**config.mk**
```make
export PLATFORM = sky130hd
export DESIGN_NAME = ufcb_ram
export DESIGN_NICKNAME = d
export VERILOG_FILES = /design/src/hw/rtl/ufcb_ram.sv
export SDC_FILE = /design/constraint.sdc
export NUM_CORES = 1
export LEC_CHECK = 0
export ABC_AREA = 0
export ABC_CLOCK_PERIOD_IN_PS = 4930
export BUFFER_PORTS_ARGS = -buffer_cell sky130_fd_sc_hd__buf_2
export CAP_MARGIN = 30
export CELL_PAD_IN_SITES_DETAIL_PLACEMENT = 1
export CELL_PAD_IN_SITES_GLOBAL_PLACEMENT = 2
export CORE_MARGIN = 4
export CORE_UTILIZATION = 45
export DETAILED_ROUTE_END_ITERATION = 10
export PLACE_DENSITY_LB_ADDON = 0.08
export SYNTH_ARGS = -nofsm -noshare
export SYNTH_HDL_FRONTEND = slang
export SYNTH_SLANG_ARGS = --single-unit
```
**constraint.sdc**
```tcl
create_clock -name clk -period 4.93 [get_ports clk]
set_input_delay 0.2465 -clock clk [delete_from_list [all_inputs] [get_ports clk]]
set_output_delay 0.2465 -clock clk [all_outputs]
set_load 0.05 [all_outputs]
```
**src/hw/rtl/ufcb_ram.sv**
```systemverilog
`timescale 1ns / 1ps
`default_nettype none
// ----------------------------------------------------------------------------
// ufcb_ram
// Generic simple dual-port RAM: one write port, one read port, registered read.
// ----------------------------------------------------------------------------
module ufcb_ram #(
    parameter int WIDTH = 8,
    parameter int DEPTH = 16,
    localparam int AW   = $clog2(DEPTH)
) (
    input  wire logic             clk,
    input  wire logic             we,
    input  wire logic [AW-1:0]    waddr,
    input  wire logic [WIDTH-1:0] wdata,
    input  wire logic             re,
    input  wire logic [AW-1:0]    raddr,
    output logic      [WIDTH-1:0] rdata
);

    logic [WIDTH-1:0] mem [DEPTH];

    always_ff @(posedge clk)
    begin
        if (we)
        begin
            mem[waddr] <= wdata;
        end
        if (re)
        begin
            rdata <= mem[raddr];
        end
    end

endmodule
`default_nettype wire

```
Yosys cells after proc, flatten, opt, wreduce, memory -nomap -nowiden
Memory sizes are Yosys's and may differ from the RTL's. A register that Yosys moved wholly into a read port is not among the register bits.
Cells that the tools add are included.
{ "word_totals": {"input_bits": 19, "reg_bits": 0, "ram_bits": 128, "wordCells": 3, "mem_count": 1} }
{ "classes": {"mux": 2} }
{ "mem_list": {"columns": ["name", "words", "word_bits", "rd", "rd_ports_with_merged_regs", "write_ports", "line_no", "text"], "rows": [
  ["mem", 16, 8, 1, 1, 1, "21", "logic [WIDTH-1:0] mem [DEPTH];"]
]} }
{ "ops": {"columns": ["op", "n"], "rows": [
  ["$mux W1", 2]
]} }

Depth between registers and ports, before layout
{ "depth": {"word_depth": 2, "ltp_mapped": 5, "mapped_depth_nobuf": 3} }

Worst setup path before layout
Ideal clock, no wire load.
{ "synth_path": {"path_type": "in2reg", "start": "input port waddr[2]", "end": "memory mem[0][0] (enable)", "path_slack_ps": 3191, "path_stages": 2, "required_time_ps": 4547, "t_arrival_ps": 1356, "n_path_buf": 0, "setup_ps": 383, "cell_sequence": "or3b_2 > nor3_1"} }
{ "synth_rtl": {"columns": ["item", "line_no", "text"], "rows": [
  ["start: declaration", "14", "input wire logic [AW-1:0] waddr,"],
  ["end: declaration", "21", null]
]} }
No word-level cell before the write port.

==> results.md <==
* Clk buf depth at 2
* Num CTS Buffers at 17
* Setup_tns at 0 ns
* PnR Total Power at 2.61 mW
* CP bufs+invs at 2
* Drc violations at 0
* Final Setup Violations at 0
* H-Tree Depth at 4
* Root Buffer Master: clkbuf_16
* Crit end category: register
* Post-route minimum period at 1.78 ns
* Gr ovfl total at 0
* Netlist cell types at 18
* Net switching power at 0.526 mW
* Sequential area share after synthesis at 0.781
* RSZ-0062 raised after global routing: no
* Via count at 2374
* Yosys Warn Count at 0
* Reg2reg start: mem[11][6]$_DFFE_PP_
* Number of synthesized register bits at 136
* Synthesis-to-finish area growth at 15.8%
* Final Max Slew Viols at 0
* Routed WL per cell at 24.5 um
* Area leader, netlist: edfxtp_1
* Share of layout cells above drive strength 1 at 0.273
* WL final at 10.4 mm
* Post-CTS Hold Fix Bufs at 0
* Mapped Cells at 229
* Total of max-cap violations at 0
* Top Ports at 27
* Cell-internal power at 2.08 mW
* Die H at 116 um
* Utilization after layout at 0.530
* Initial antenna violation count at 0
* Place WS at 2.67 ns
* DP HPWL at 6.64 mm
* Crit start category: input pin
* Pre-Repair DR Iteration Count at 4
* Clk pwr share at 0.446
* Post_cts resized at 0
* Worst-skew pair later-pin latency at 0.41 ns
* Final worst slack at 3.15 ns
* Clock sink total at 136
* Lkg Pwr at 2.02 nW
* Cell family with most CP delay: buffers and inverters
* Comb power frac at 0.052
* Run status: finished, final reports clean
* Reg clk slew, reported paths at 0.05 ns
* Netlist Area Pre-Place at 5230 um2
* Slew headroom at 0.350
* Tightest Pin Transition at 0.972 ns
* Drt first-iter violations at 190
* Cell Chain, Critical Path: buf_2 > buf_16 > mux4_1 > a22oi_1 > nand2_1
* CP required at 5.08 ns
* Switching part of the total at 0.202
* Yosys top cell area share at 0.781
* DIE AREA at 13400 um2
* Fmax at 0.561 GHz
* CP max stage delay at 0.56 ns
* Final hold violation count at 0
* CP max-delay cell: mux4_1
* Tot GR Track Use at 0.173
* Nets at 288
* Sequential share of power at 0.503
* CTS tree: built
* VDD IR max at 308 uV
* Starting Density at 0.458
* IO Port Bufs at 26
* Vias/cell at 5.59
* Placer Congestion at 0.693
* Critical Path AT at 1.93 ns
* Antenna-violating nets left at 0
* HP Class: input pin to register
* Tcrit/Tclk final at 0.362
* Vias in the first global route at 2554
* Top cells by area, synth: edfxtp_1, mux4_2, mux4_1
* Final hold slack at 0.230 ns
* Antenna cells at 0
* Worst Hold Launch: re
* Pwr/cell area at 431 nW/um2
* Critical path fanouts, max at 17
* Postcts setup bufs at 0
* Largest net degree at the start of global routing at 33
* Core area at 11400 um2
* # fillers at 1018
* Cell Rows at 39
* Avg Inst Size Synth at 22.8 um2
* Crit path launch: raddr[0]
* First-pass GRT wire length at 15.9 mm
* Post-Synthesis Net Count at 248
* DIE WIDTH at 116 um
* Clock skew at 0.00568 ns
* Critical path type: input pin to register
final timing paths:
| path | to | slack [ns] | depth (start not counted) |
|---|---|---|---|
| max | rdata[1]$_DFFE_PP_ | 3.15 | 5 |
| min | rdata[3]$_DFFE_PP_ | 0.23 | 1 |
| max reg2reg | rdata[6]$_DFFE_PP_ | 3.42 | 3 |
| min reg2reg | rdata[2]$_DFFE_PP_ | 0.76 | 3 |
per-layer routing:
metal  wire [um]  track usage
met2        5110        0.272
met5           0            0
met3         416       0.0381
met1        4660        0.236
met4         235       0.0712
cells in the mapped netlist:
cell type and count:
edfxtp_1 136, mux4_2 18, a22oi_1 16, mux4_1 14, nor2_1 13, nand2_1 9
nor3_1 4, buf_2 3, buf_6 3, clkdlybuf4s25_2 3, nand2b_1 2, nand3b_1 2
and2_1 1, and2b_1 1, buf_4 1, nand3_1 1, nor2b_1 1, or3b_2 1
power groups by stage:
stage,clock network [mW],registers [mW],logic (mW)
CTS,1.18,1.31,0.139
detailed placement,0,1.33,0.139
global route,1.24,1.31,0.148
floorplan,0,1.35,0.0657
finish,1.16,1.31,0.135
global placement,0,1.33,0.134
area by class of cell:
cell class | instances | area (um2) | area share
clock buffer | 19 | 433 | 0.0715
clock inverter | 13 | 111 | 0.0184
sequential | 136 | 4080 | 0.675
multi-input combinational | 83 | 1060 | 0.175
timing repair buffer | 31 | 188 | 0.0310
tap | 143 | 179 | 0.0296
flip-flops by register name, summed over array words and instances, names as in the netlist:
| signal | cells |
|---|---|
| mem | 128 |
| rdata | 8 |
stage by stage:
| stage | instances | area (um2) |
|---|---|---|
| after detailed placement | 393 | 5510 |
| after CTS | 425 | 6050 |
| after floorplan | 229 | 5230 |
| after global routing | 425 | 6050 |
| final | 425 | 6050 |
| after global placement | 392 | 5480 |
worst register-to-register path, stage by stage (launching register included):
cell and delay [ns]:
edfxtp_1 0.36, mux4_2 0.47, a22oi_1 0.30, nand2_1 0.11
logic make-up after synthesis:
family | after synthesis | synth area share
simple gates | 35 | 0.0314
flops | 136 | 0.781
compound gates | 16 | 0.0230
mux | 32 | 0.148
buf+inv | 10 | 0.0165
layout by cell type, fill, tap and decap left out, drive strengths merged:
cell type	instances
buf	31
clkbuf	19
nor2	13
and2	1
a22oi	16
nand2b	2
or3b	1
nor2b	1
nand2	9
bufinv	2
mux4	32
and2b	1
nand3	1
nor3	4
clkinv	11
edfxtp	136
nand3b	2
Note: power is estimated with default switching activity, not from simulation.
