### config.mk
export PLATFORM = sky130hd
export DESIGN_NAME = ufcb_flow
export DESIGN_NICKNAME = d
export VERILOG_FILES = /design/src/hw/rtl/ufcb_pkg.sv /design/src/hw/rtl/ufcb_flow.sv
export SDC_FILE = /design/constraint.sdc
export NUM_CORES = 1
export LEC_CHECK = 0
export ABC_AREA = 0
export BUFFER_PORTS_ARGS = -buffer_cell sky130_fd_sc_hd__buf_2
export CORE_UTILIZATION = 40
export DETAILED_ROUTE_END_ITERATION = 8
export PLACE_DENSITY = 0.76
export RECOVER_POWER = 100
export SYNTH_ARGS = -nofsm -noshare
export SYNTH_HDL_FRONTEND = slang
export SYNTH_SLANG_ARGS = --single-unit
### constraint.sdc
create_clock -name vclk -period 4.51
set_input_delay 0.451 -clock vclk [all_inputs]
set_output_delay 0.451 -clock vclk [all_outputs]
set_load 0.02 [all_outputs]
### src/hw/rtl/ufcb_pkg.sv
`timescale 1ns / 1ps
`default_nettype none
// ----------------------------------------------------------------------------
// ufcb_pkg
// Shared types, codes and constants of the serial flow-control buffer.
// ----------------------------------------------------------------------------
package ufcb_pkg;

    localparam int RX_DEPTH_DEF  = 2048;
    localparam int TX_DEPTH_DEF  = 1024;
    localparam int MAX_BURST_DEF = 16;

    localparam int CFG_IDX_W  = 2;
    localparam int CFG_DATA_W = 12;

    // command opcodes
    localparam logic [2:0] OP_RX_BYTE    = 3'd0;
    localparam logic [2:0] OP_HOST_WRITE = 3'd1;
    localparam logic [2:0] OP_HOST_READ  = 3'd2;
    localparam logic [2:0] OP_TX_EMPTY   = 3'd3;
    localparam logic [2:0] OP_MODEM      = 3'd4;
    localparam logic [2:0] OP_STATUS     = 3'd5;

    // configuration register indexes
    localparam logic [CFG_IDX_W-1:0] REG_FLOW_MODE = 2'd0;
    localparam logic [CFG_IDX_W-1:0] REG_HIGH_MARK = 2'd1;
    localparam logic [CFG_IDX_W-1:0] REG_LOW_MARK  = 2'd2;
    localparam logic [CFG_IDX_W-1:0] REG_TX_BURST  = 2'd3;

    localparam logic [11:0] HIGH_MARK_RST = 12'd1792;
    localparam logic [11:0] LOW_MARK_RST  = 12'd1024;

    localparam logic [7:0] CH_XON  = 8'h11;
    localparam logic [7:0] CH_XOFF = 8'h13;

    localparam logic [4:0] ERR_RX_SEEN = 5'h01;
    localparam logic [4:0] ERR_OVERRUN = 5'h02;

    // flow flag bit positions
    localparam int FL_SEND_FLOW  = 0;
    localparam int FL_FLOW_IS_ON = 1;
    localparam int FL_TX_SOFT    = 2;
    localparam int FL_TX_HARD    = 3;
    localparam int FL_RX_SOFT    = 4;
    localparam int FL_RX_HARD    = 5;
    localparam int FL_TX_WAIT    = 6;
    localparam int FL_TX_BUSY    = 7;

    // what a command sends on the line
    localparam logic [1:0] SEND_NONE = 2'd0;
    localparam logic [1:0] SEND_FLOW = 2'd1;
    localparam logic [1:0] SEND_DATA = 2'd2;

    typedef struct packed {
        logic [2:0] opcode;
        logic [7:0] data_byte;
        logic [3:0] line_errors;
        logic       line_tx_ready;
        logic       cts_in;
    } cmd_t;

    typedef struct packed {
        logic        tx_valid;
        logic [7:0]  tx_byte;
        logic        host_valid;
        logic [7:0]  host_byte;
        logic        accepted;
        logic        rts_out;
        logic [11:0] rx_fill;
        logic [4:0]  error_bits;
        logic        last;
    } result_t;

    typedef struct packed {
        logic [2:0]  flow_mode;
        logic [11:0] high_mark;
        logic [11:0] low_mark;
        logic [4:0]  tx_burst;
    } cfg_t;

    // decision of the flow logic for one command
    typedef struct packed {
        logic [7:0] flags;
        logic       rts;
        logic [4:0] sticky;
        logic [4:0] err_out;
        logic       host_valid;
        logic       accepted;
        logic       rx_push;
        logic       rx_pop;
        logic       tx_push;
        logic [1:0] send_kind;
        logic [7:0] flow_byte;
    } dec_t;

endpackage
`default_nettype wire

### src/hw/rtl/ufcb_flow.sv
`timescale 1ns / 1ps
`default_nettype none
// ----------------------------------------------------------------------------
// ufcb_flow
// Flow-control decision for one command: new flags, RTS, sticky errors,
// buffer pushes and pops, and what the send attempt puts on the line.
// ----------------------------------------------------------------------------
module ufcb_flow
    import ufcb_pkg::*;
#(
    parameter int RX_DEPTH  = RX_DEPTH_DEF,
    parameter int TX_DEPTH  = TX_DEPTH_DEF,
    parameter int MAX_BURST = MAX_BURST_DEF,
    localparam int RX_CW    = $clog2(RX_DEPTH + 1),
    localparam int TX_CW    = $clog2(TX_DEPTH + 1),
    localparam int BW       = $clog2(MAX_BURST + 1)
) (
    input  wire cmd_t             cmd,
    input  wire cfg_t             cfg,
    input  wire logic [7:0]       flags,
    input  wire logic             rts,
    input  wire logic [4:0]       sticky,
    input  wire logic [RX_CW-1:0] rx_count,
    input  wire logic [TX_CW-1:0] tx_count,
    output dec_t                  dec,
    output logic [BW-1:0]         burst_len
);

    localparam int CMPW = (RX_CW > 12) ? RX_CW : 12;
    localparam int LW   = (BW > 5) ? BW : 5;
    localparam int MW   = (TX_CW > LW) ? TX_CW : LW;

    logic [7:0]       f;
    logic [4:0]       st;
    logic             rts_n;
    logic             try_go;
    logic [TX_CW-1:0] txc;
    logic [RX_CW-1:0] rx_after_pop;
    logic             hi_hit;
    logic             lo_hit;
    logic             rx_full;
    logic             tx_full;
    logic             soft_rx;
    logic [LW-1:0]    lim_raw;
    logic [LW-1:0]    lim;

    assign rx_after_pop = rx_count - 1'b1;
    assign hi_hit  = CMPW'(rx_count) >= CMPW'(cfg.high_mark);
    assign lo_hit  = CMPW'(rx_after_pop) <= CMPW'(cfg.low_mark);
    assign rx_full = rx_count >= RX_CW'(RX_DEPTH);
    assign tx_full = tx_count >= TX_CW'(TX_DEPTH);
    assign soft_rx = cfg.flow_mode[0] && !cfg.flow_mode[2];
    assign lim_raw = (cfg.tx_burst == 5'd0) ? LW'(1) : LW'(cfg.tx_burst);
    assign lim     = (lim_raw > LW'(MAX_BURST)) ? LW'(MAX_BURST) : lim_raw;

    always_comb
    begin
        f              = flags;
        st             = sticky;
        rts_n          = rts;
        try_go         = 1'b0;
        txc            = tx_count;
        dec            = '0;
        burst_len      = '0;

        case (cmd.opcode)
            OP_RX_BYTE:
            begin
                if (soft_rx && cmd.data_byte == CH_XON)
                begin
                    f[FL_TX_SOFT] = 1'b0;
                    try_go = flags[FL_TX_WAIT] || cmd.line_tx_ready;
                end
                else if (soft_rx && cmd.data_byte == CH_XOFF)
                begin
                    f[FL_TX_SOFT] = 1'b1;
                    try_go = cmd.line_tx_ready;
                end
                else
                begin
                    if (cfg.flow_mode[0] && !f[FL_RX_SOFT] && hi_hit)
                    begin
                        f[FL_RX_SOFT]    = 1'b1;
                        f[FL_SEND_FLOW]  = 1'b1;
                        f[FL_FLOW_IS_ON] = 1'b0;
                        try_go = !f[FL_TX_BUSY];
                    end
                    if (cfg.flow_mode[1] && !f[FL_RX_HARD] && hi_hit)
                    begin
                        f[FL_RX_HARD] = 1'b1;
                        rts_n = 1'b0;
                    end
                    st = st | ERR_RX_SEEN | {cmd.line_errors, 1'b0};
                    if (rx_full)
                    begin
                        st = st | ERR_OVERRUN;
                    end
                    else
                    begin
                        dec.rx_push = 1'b1;
                    end
                    // a forced attempt merges with one already made
                    try_go = try_go || cmd.line_tx_ready;
                end
            end
            OP_HOST_WRITE:
            begin
                if (!tx_full)
                begin
                    dec.tx_push  = 1'b1;
                    dec.accepted = 1'b1;
                    txc = tx_count + 1'b1;
                    try_go = !f[FL_TX_BUSY];
                end
            end
            OP_HOST_READ:
            begin
                if (rx_count != '0)
                begin
                    dec.host_valid = 1'b1;
                    dec.rx_pop     = 1'b1;
                    if (cfg.flow_mode[1:0] != 2'b00 && lo_hit)
                    begin
                        if (f[FL_RX_SOFT])
                        begin
                            f[FL_RX_SOFT]    = 1'b0;
                            f[FL_SEND_FLOW]  = 1'b1;
                            f[FL_FLOW_IS_ON] = 1'b1;
                            try_go = !f[FL_TX_BUSY];
                        end
                        if (f[FL_RX_HARD])
                        begin
                            f[FL_RX_HARD] = 1'b0;
                            rts_n = 1'b1;
                        end
                    end
                end
            end
            OP_TX_EMPTY:
            begin
                try_go = 1'b1;
            end
            OP_MODEM:
            begin
                if (cfg.flow_mode[1])
                begin
                    if (cmd.cts_in)
                    begin
                        f[FL_TX_HARD] = 1'b0;
                        try_go = f[FL_TX_WAIT];
                    end
                    else
                    begin
                        f[FL_TX_HARD] = 1'b1;
                    end
                end
            end
            default:
            begin
            end
        endcase

        // send attempt: flow byte first, else a burst of queued data
        if (try_go)
        begin
            if (f[FL_SEND_FLOW])
            begin
                f[FL_SEND_FLOW] = 1'b0;
                f[FL_TX_BUSY]   = 1'b1;
                dec.send_kind   = SEND_FLOW;
                dec.flow_byte   = f[FL_FLOW_IS_ON] ? CH_XON : CH_XOFF;
            end
            else
            begin
                f[FL_TX_BUSY] = 1'b0;
                f[FL_TX_WAIT] = (txc != '0);
                if (txc != '0 && !f[FL_TX_SOFT] && !f[FL_TX_HARD])
                begin
                    f[FL_TX_WAIT] = 1'b0;
                    f[FL_TX_BUSY] = 1'b1;
                    dec.send_kind = SEND_DATA;
                    burst_len = (MW'(txc) > MW'(lim)) ? BW'(lim) : BW'(txc);
                end
            end
        end

        dec.flags   = f;
        dec.rts     = rts_n;
        dec.err_out = st;
        dec.sticky  = (cmd.opcode == OP_STATUS) ? 5'd0 : st;
    end

endmodule
`default_nettype wire
Yosys cells after proc, flatten, opt, wreduce, memory -nomap -nowiden
Cells that the tools add are included.

word-level totals
  register bits after elaboration = 0
  bits in latches = 0
  RAM bits = 0
  ROM bits = 0
  bits of input ports = 86
  output and inout port bits = 39
  memories = 0

operators by class
  $add $sub $neg = 2
  $mul = 0
  div/mod/pow operators = 0
  $lt $le $gt $ge = 6
  equal/unequal tests = 7
  shift operators = 0
  multiplexer cells = 71
  bitwise gates (word level) = 1
  reductions and logical operators = 23

operators by type and width
  operator                                                              count
  5-bit 2-to-1 mux                                                      11
  1-bit 2-to-1 mux                                                      37
  2-bit 2-to-1 mux                                                      16
  11-bit 2-to-1 mux                                                     2
  8-bit by 5-bit == test with 1-bit output, second input constant       2
  12-bit greater-or-equal comparator                                    1
  12-bit greater-or-equal comparator, second input constant             1
  12-bit less-or-equal comparator                                       1
  12-bit nonzero test                                                   1
  12-bit by 1-bit subtractor with 12-bit output, second input constant  1
  11-bit by 1-bit adder with 11-bit output, second input constant       1
  11-bit greater-or-equal comparator, second input constant             1
  11-bit by 5-bit greater-than comparator with 1-bit output             1
  11-bit nonzero test                                                   1
  1-bit logical AND                                                     10
  10-bit 2-to-1 mux                                                     1
  2-bit case mux with 2 select lines                                    2
  3-bit by 2-bit == test with 1-bit output, second input constant       2
  3-bit == test, second input constant                                  2
  1-bit logical NOT                                                     6
  5-bit greater-than comparator, second input constant                  1
  5-bit logical NOT                                                     1
  5-bit bitwise OR                                                      1
  1-bit case mux with 5 select lines                                    1
  other kinds (5)                                                       6

Depth between registers and ports, before layout
Gate-level depths: netlist of the first run.

  depth after elaboration = 12
  depth in mapped cells = 13

Worst setup path after synthesis of the first run
No wires, ideal clock.

  kind = input-to-output
  from = input port rx_count[2]
  to = output port dec[4] (netlist bit)
  data arrival time = 3.588 ns
  data required time = 4.059 ns
  path slack = 0.471 ns
  stages = 13
  cell sequence = nor4_1 -> nor3b_1 -> nand2_1 -> nor3_1 -> xor2_1 -> ha_1 -> o21ai_0 -> o21ai_0 -> nor3_1 -> o21ai_0 -> o21a_1 -> o21ai_0 -> buf_4

RTL lines
  element      line             source
  from (decl)  ufcb_flow.sv:23  input wire logic [RX_CW-1:0] rx_count,
  to (decl)    ufcb_flow.sv:25  output dec_t dec,

==> results of run 1 <==
[final cells by class]
type	count	area [um^2]	share of cell area, %
Tap cell	52	65.1	2.67
Timing Repair Buffer	120	591	24.3
Inverter	38	144	5.91
Multi-Input combinational cell	227	1640	67.2
[placed cells by master (no fill, tap or decap), types with 7 or more instances in the layout]
| cell type | n |
|---|---|
| sky130_fd_sc_hd__buf_2 | 112 |
| sky130_fd_sc_hd__inv_1 | 37 |
| sky130_fd_sc_hd__ha_1 | 32 |
| sky130_fd_sc_hd__nand2_1 | 27 |
| sky130_fd_sc_hd__nor2_1 | 26 |
| sky130_fd_sc_hd__a21oi_1 | 16 |
| sky130_fd_sc_hd__o21ai_0 | 15 |
| sky130_fd_sc_hd__xnor2_1 | 9 |
| sky130_fd_sc_hd__clkbuf_1 | 8 |
| sky130_fd_sc_hd__xor2_1 | 7 |
| sky130_fd_sc_hd__nand3_1 | 7 |
[routing by layer]
layer,global-route usage [%],vias to the layer above
met5,0,-
met3,0.722,6
met2,38.9,85
li1,-,1181
met1,28.6,1020
met4,2.89,0
[kinds of logic (layout without fill, tap and decap cells)]
| kind of cell | Yosys count | count (layout) |
|---|---|---|
| and+or+nand+nor | 105 | 105 |
| adders and majority gates | 32 | 32 |
| buffers and inverters | 50 | 158 |
| xor gates and xnor gates | 16 | 16 |
| other | 1 | 5 |
| muxes | 5 | 5 |
| AOI/OAI and AO/OA | 64 | 64 |
[power groups by stage]
stage / Sequential, uW / Combinational, uW / Clock (uW)
after CTS: 0 / 220 / 0
final: 0 / 218 / 0
after detailed placement: 0 / 219 / 0
after global routing: 0 / 246 / 0
after global placement: 0 / 215 / 0
after floorplan: 0 / 137 / 0
[through the flow]
step           power, uW  instances
2_1_floorplan        137        277
3_3_place_gp         215        437
3_5_place_dp         219        437
4_1_cts              220        437
5_1_grt              246        437
6_report             218        437
[timing repair]
action / CTS / global route
hold endpoints to repair: 0 / 0
endpoints found under the setup margin: 0 / 4
resized for setup: 0 / 1
setup buffers: 0 / 0
hold buffers: 0 / 0
[path summary, 6_finish.rpt]
check	start	endpoint	cells after the start
setup / recovery	rx_count[2]	dec[26]	14
hold / removal	sticky[1]	dec[16]	4
==> metrics.log, run 1 <==
[metrics] Comb pwr share: 100.0%
[metrics] endpoint kind of the worst setup timing path: primary output
[metrics] total met3 wirelength after detailed routing: 269 um
[metrics] post-synthesis average cell area: 6.81 um^2
[metrics] total routed wire length on the met1 layer: 2430 um
[metrics] global-route wire length before repair: 9030 um
[metrics] antenna violations before repair: 0
[metrics] Via-to-Cell Ratio: ~5.2
[metrics] period utilization: 93.1%
[metrics] Floorplan Core Area: between 4000 and 5000 um^2
[metrics] transition at the pin with the smallest max-transition slack: around 710 ps
[metrics] setup tns final: 0 ps
[metrics] Critical Path RT: 4060 ps
[metrics] share of synthesized cell area in and, or, nand and nor gates: around 30%
[metrics] input/output buffers: 120
[metrics] switching power: 127 uW
[metrics] VDD IR-drop max: 0.0357 mV
[metrics] number of I/O pins: approximately 130
[metrics] most repeated cell in the gate-level netlist after synthesis: sky130_fd_sc_hd__inv_1
[metrics] number of instances in the synthesized netlist: 273
[metrics] fill cell instance count of the final layout: 456
[metrics] number of nets in the layout: 505
[metrics] share of the synthesized netlist area taken by xor and xnor gates: 7.54%
[metrics] min-delay worst type: in2out
[metrics] share of cell area taken by muxes after synthesis: under 10%
[metrics] count of maximum capacitance violations: 0
[metrics] sequential area share after synthesis: 0%
[metrics] # DRC: 0
[metrics] total of clock buffers placed in the layout: 0
[metrics] GR Overflow Total: 0
[metrics] ratio of cells with drive above 1 in the final layout: a little over a third
[metrics] cell types with the largest area share after synthesis: sky130_fd_sc_hd__ha_1 22%, sky130_fd_sc_hd__inv_1 7.5%, sky130_fd_sc_hd__nand2_1 5.5%
[metrics] Final Max Tran Viols: 0
[metrics] critical-path cell with the highest stage delay: sky130_fd_sc_hd__nor4_1
[metrics] adder and majority gate portion of the synthesized area: 21.5%
[metrics] Worst path top cell family by delay: simple AND/OR/NAND/NOR gates
[metrics] Synth cell types: between 60 and 70
[metrics] via count of the first global-routing pass: roughly 2100
[metrics] diode count: 0
[metrics] utilization after layout: 55.2%
[metrics] switching fraction of total power: 58.1%
[metrics] Total GRT Usage: 21.4%
[metrics] Placer Congestion: 0.890
[metrics] clock share of power: 0%
[metrics] via count: between 2000 and 2500
[metrics] residual antenna-violating net count after detailed routing: 0
[metrics] HPWL after detailed placement: 4830 um
[metrics] fraction of power consumed by sequential logic: 0%
[metrics] Leakage Power: roughly 0.0013 uW
[metrics] post-layout instance area: 2430 um^2
[metrics] largest family of logic cells by synthesized area: simple AND/OR/NAND/NOR gates
[metrics] Setup Slack @ Placement: 232 ps
[metrics] number of cell rows: 24
[metrics] Cell Int Power: 91.6 uW
[metrics] cell area reported after detailed placement: 2450 um^2
[metrics] total wire length after detailed routing: ~5400 um
[metrics] buffers and inverters on the worst path: 2
[metrics] yosys synthesis warning count: 0
[metrics] timing-limited maximum frequency: 0.238 GHz
[metrics] max incr delay on CP: 460 ps
[metrics] maximum number of pins on one net before global-route repair: 10
[metrics] portion of synthesized cell area occupied by the leading cell type: between 20% and 30%
[metrics] most common library cells after synthesis: 37 x sky130_fd_sc_hd__inv_1, 32 x sky130_fd_sc_hd__ha_1, 27 x sky130_fd_sc_hd__nand2_1, 26 x sky130_fd_sc_hd__nor2_1, 16 x sky130_fd_sc_hd__a21oi_1
[metrics] run status: completed
[metrics] Hold Violations, Final: 0
[metrics] initial core utilization: 42.1%
[metrics] Worst slew margin: 51.6%
[metrics] compound-cell area share of the yosys netlist: 24.1%
[metrics] drt first pass iters: 4
[metrics] Area growth, synth to finish: 31.0%
[metrics] area of the die: 4920 um^2
[metrics] met2 layer wire length in the routed design: 2610 um
[metrics] average wire per cell in the routed design: 12.3 um
[metrics] power density over cell area: 89.7 nW/um^2
[metrics] worst-case setup margin in the final layout: 310 ps
[metrics] arrival time of the worst setup path: 3750 ps
[metrics] final period demand of the worst path: 4200 ps
[metrics] register area: 0 um^2
[metrics] top routing layer used: met4
[metrics] final sequential cell count: 0
[metrics] netlist area before placement: 1860 um^2
[metrics] Critical Setup Path Class: in2out
[metrics] final count of negative-setup-slack endpoints: 0
[metrics] die span in x: 70.2 um
[metrics] starting DRC count in detailed routing: 102
[metrics] Die Height: 70.2 um
[metrics] worst hold-check slack: 1210 ps
[metrics] launching element type of the critical path: input pin
[metrics] cell taking the most area after synthesis: sky130_fd_sc_hd__ha_1
[metrics] highest fanout seen on the critical path: 5
[metrics] cells traversed along the worst timing path: buf_2 > nor4_1 > nor3b_2 > nand2_1 > nor4_1 > xor2_1 > ha_1 > o21ai_0 > o211ai_1 > o31ai_1 > o21ai_0 > o21a_1 > mux2_2 > buf_2
(Power assumes the default switching activity.)
==> run 2: changes to the inputs <==
--- a/config.mk
+++ b/config.mk
@@ -9,6 +9,7 @@
 export BUFFER_PORTS_ARGS = -buffer_cell sky130_fd_sc_hd__buf_2
 export CORE_UTILIZATION = 40
 export DETAILED_ROUTE_END_ITERATION = 8
+export GPL_TIMING_DRIVEN = 0
 export PLACE_DENSITY = 0.76
 export RECOVER_POWER = 100
 export SYNTH_ARGS = -nofsm -noshare
==> constraint.sdc (replaced) <==
create_clock -name vclk -period 4.51
set_input_delay 0.902 -clock vclk [all_inputs]
set_output_delay 0.902 -clock vclk [all_outputs]
set_load 0.02 [all_outputs]
==> run 2 against run 1 <==
Effect of this change:
- the run now ends with setup timing left
- combinational power grew 23%
- clock-buffer cell count is the same
- flip-flop and latch count is the same
- via count grew 6.5%
- setup slack lost 390 ps
- hold slack gained 910 ps
- global-route usage grew 1.1 points
- core utilization grew 10 points
==> metrics.log, run 2 (same netlist as run 1, synthesis figures left out) <==
[metrics] final sequential cell count: 0 (unchanged)
[metrics] switching power: 147 uW (+16%)
[metrics] antenna violations before repair: 0 (unchanged)
[metrics] via count of the first global-routing pass: 2188 (+2.7%)
[metrics] launching element type of the critical path: input pin
[metrics] Hold Violations, Final: 0 (unchanged)
[metrics] final count of negative-setup-slack endpoints: 6 (+6)
[metrics] Die Height: 70.2 um (unchanged)
[metrics] Total GRT Usage: 22.5% (+1.1 points)
[metrics] drt first pass iters: 4 (unchanged)
[metrics] Critical Setup Path Class: in2out
[metrics] period utilization: 102% (+8.5 points)
[metrics] final period demand of the worst path: 4580 ps (+385 ps)
[metrics] hold depth: 4 (unchanged)
[metrics] total wire length after detailed routing: 6140 um (+14%)
[metrics] count of maximum capacitance violations: 0 (unchanged)
[metrics] global-route wire length before repair: 9420 um (+4.3%)
[metrics] timing-limited maximum frequency: 0.218 GHz (-8.4%)
[metrics] Worst slew margin: 63.3% (+12 points)
[metrics] die span in x: 70.2 um (unchanged)
[metrics] number of nets in the layout: 527 (+4.4%)
[metrics] most common library cell in the layout ignoring fill and taps: sky130_fd_sc_hd__buf_2
[metrics] diode count: 0 (unchanged)
[metrics] number of I/O pins: 125 (unchanged)
[metrics] Leakage Power: 0.00149 uW (+13%)
[metrics] initial core utilization: 42.1% (unchanged)
[metrics] # DRC: 0 (unchanged)
[metrics] input/output buffers: 119 (-0.83%)
[metrics] clock share of power: 0% (unchanged)
[metrics] ratio of cells with drive above 1 in the final layout: 45.7% (+9.6 points)
[metrics] endpoint kind of the worst setup timing path: primary output
[metrics] min-delay worst type: in2out
[metrics] switching fraction of total power: 55.1% (-2.9 points)
[metrics] Critical Path RT: 3610 ps (-450 ps)
[metrics] power density over cell area: 92.7 nW/um^2 (+3.3%)
[metrics] Area growth, synth to finish: 55.3%
[metrics] worst hold-check slack: 2110 ps (+907 ps)
[metrics] average wire per cell in the routed design: 13.4 um (+8.9%)
[metrics] setup tns final: -201 ps (-201 ps)
[metrics] register area: 0 um^2 (unchanged)
[metrics] violations in the final reports: setup timing
[metrics] run status: finished, violations left
[metrics] transition at the pin with the smallest max-transition slack: 548 ps (-161 ps)
[metrics] total of clock buffers placed in the layout: 0 (unchanged)
[metrics] Comb pwr share: 100.0% (about the same)
[metrics] residual antenna-violating net count after detailed routing: 0 (unchanged)
[metrics] Worst Hold End: dec[15]
[metrics] starting DRC count in detailed routing: 92 (-9.8%)
[metrics] Min-Delay Startpoint: sticky[0]
[metrics] fill cell instance count of the final layout: 402 (-12%)
[metrics] arrival time of the worst setup path: 3680 ps (-70 ps)
[metrics] HPWL after detailed placement: 4850 um (+0.48%)
[metrics] area of the die: 4920 um^2 (unchanged)
[metrics] highest fanout seen on the critical path: 9 (+4)
[metrics] Placer Congestion: 0.823 (-7.6%)
[metrics] worst-case setup margin in the final layout: -74.9 ps (-385 ps)
[metrics] Via-to-Cell Ratio: 5.32 (+1.4%)
[metrics] Final Max Tran Viols: 0 (unchanged)
[metrics] via count: 2440 (+6.5%)
[metrics] setup repair after global routing missed its margin: yes
[metrics] maximum number of pins on one net before global-route repair: 10 (unchanged)
[metrics] utilization after layout: 65.4% (+10 points)
[metrics] Cell Int Power: 120 uW (+31%)
[metrics] GR Overflow Total: 0 (unchanged)
[metrics] Floorplan Core Area: 4410 um^2 (unchanged)
[metrics] number of cell rows: 24 (unchanged)
[metrics] fraction of power consumed by sequential logic: 0% (unchanged)
[metrics] most frequent cells in the layout: 91 x sky130_fd_sc_hd__buf_2, 37 x sky130_fd_sc_hd__inv_1, 32 x sky130_fd_sc_hd__ha_1
[metrics] VDD IR-drop max: 0.0441 mV (+24%)
## run 2: cell types whose count changed in the layout (fill, tap and decap cells not counted), sizes merged
cell      before  now
clkbuf         8   13
buf          112  129
clkinvlp       1    0
inv           37   38
## run 2: worst max path at each step
stage / from / to
floorplan: cmd[16] / burst_len[2]
global placement: rx_count[2] / dec[26]
detailed placement: rx_count[2] / dec[26]
CTS: cmd[16] / burst_len[1]
global route: rx_count[3] / dec[8]
finish: cmd[15] / burst_len[2]
## run 2: critical path: stages
cell,delay [ps]
sky130_fd_sc_hd__buf_4,140
sky130_fd_sc_hd__or4b_1,680
sky130_fd_sc_hd__inv_6,140
sky130_fd_sc_hd__nand2_1,60
sky130_fd_sc_hd__o21ai_1,140
sky130_fd_sc_hd__ha_1,300
sky130_fd_sc_hd__nor2b_1,140
sky130_fd_sc_hd__o21a_1,170
sky130_fd_sc_hd__o21ai_2,150
sky130_fd_sc_hd__a21o_2,190
sky130_fd_sc_hd__nand2_2,110
sky130_fd_sc_hd__a2111oi_4,360
sky130_fd_sc_hd__buf_4,190
## run 2: power by group through the flow
stage	Clock (uW)	Combinational, uW	Sequential, uW
2_1_floorplan	0	139	0
3_3_place_gp	0	221	0
3_5_place_dp	0	227	0
4_1_cts	0	242	0
5_1_grt	0	292	0
6_report	0	268	0
## run 2: what timing repair did
| action | 4_1_cts | 5_1_grt |
|---|---|---|
| setup buffers | 7 | 7 |
| pin swaps | 12 | 22 |
| endpoints found under the setup margin | 12 | 14 |
| endpoints found under the hold margin | 0 | 0 |
| resized for setup | 21 | 54 |
| hold buffers | 0 | 0 |
## run 2: routing by layer
layer	vias up	wire, um	global-route usage, %
li1	1228	-	-
met1	1109	2590	28.8
met2	95	3120	40.3
met3	8	351	2.16
met4	0	74	5.11
met5	-	0	0
## run 2: area by class of cell
| class | instances | area, um^2 | share of cell area, % |
|---|---|---|---|
| Tap cell | 52 | 65.1 | 2.25 |
| Multi-Input combinational cell | 227 | 1830 | 63.2 |
| Buffer | 10 | 71.3 | 2.47 |
| Timing Repair Buffer | 132 | 778 | 26.9 |
| Inverter | 38 | 148 | 5.11 |
## run 2: per-stage QoR
stage / setup WS, ps / cell area (um^2) / total power [uW] / cells
3_5_place_dp: -592 / 2550 / 227 / 448
5_1_grt: -226 / 2890 / 292 / 459
3_3_place_gp: -606 / 2550 / 221 / 448
2_1_floorplan: -89.5 / 1890 / 139 / 277
6_report: -74.9 / 2890 / 268 / 459
4_1_cts: -8.57 / 2670 / 242 / 454
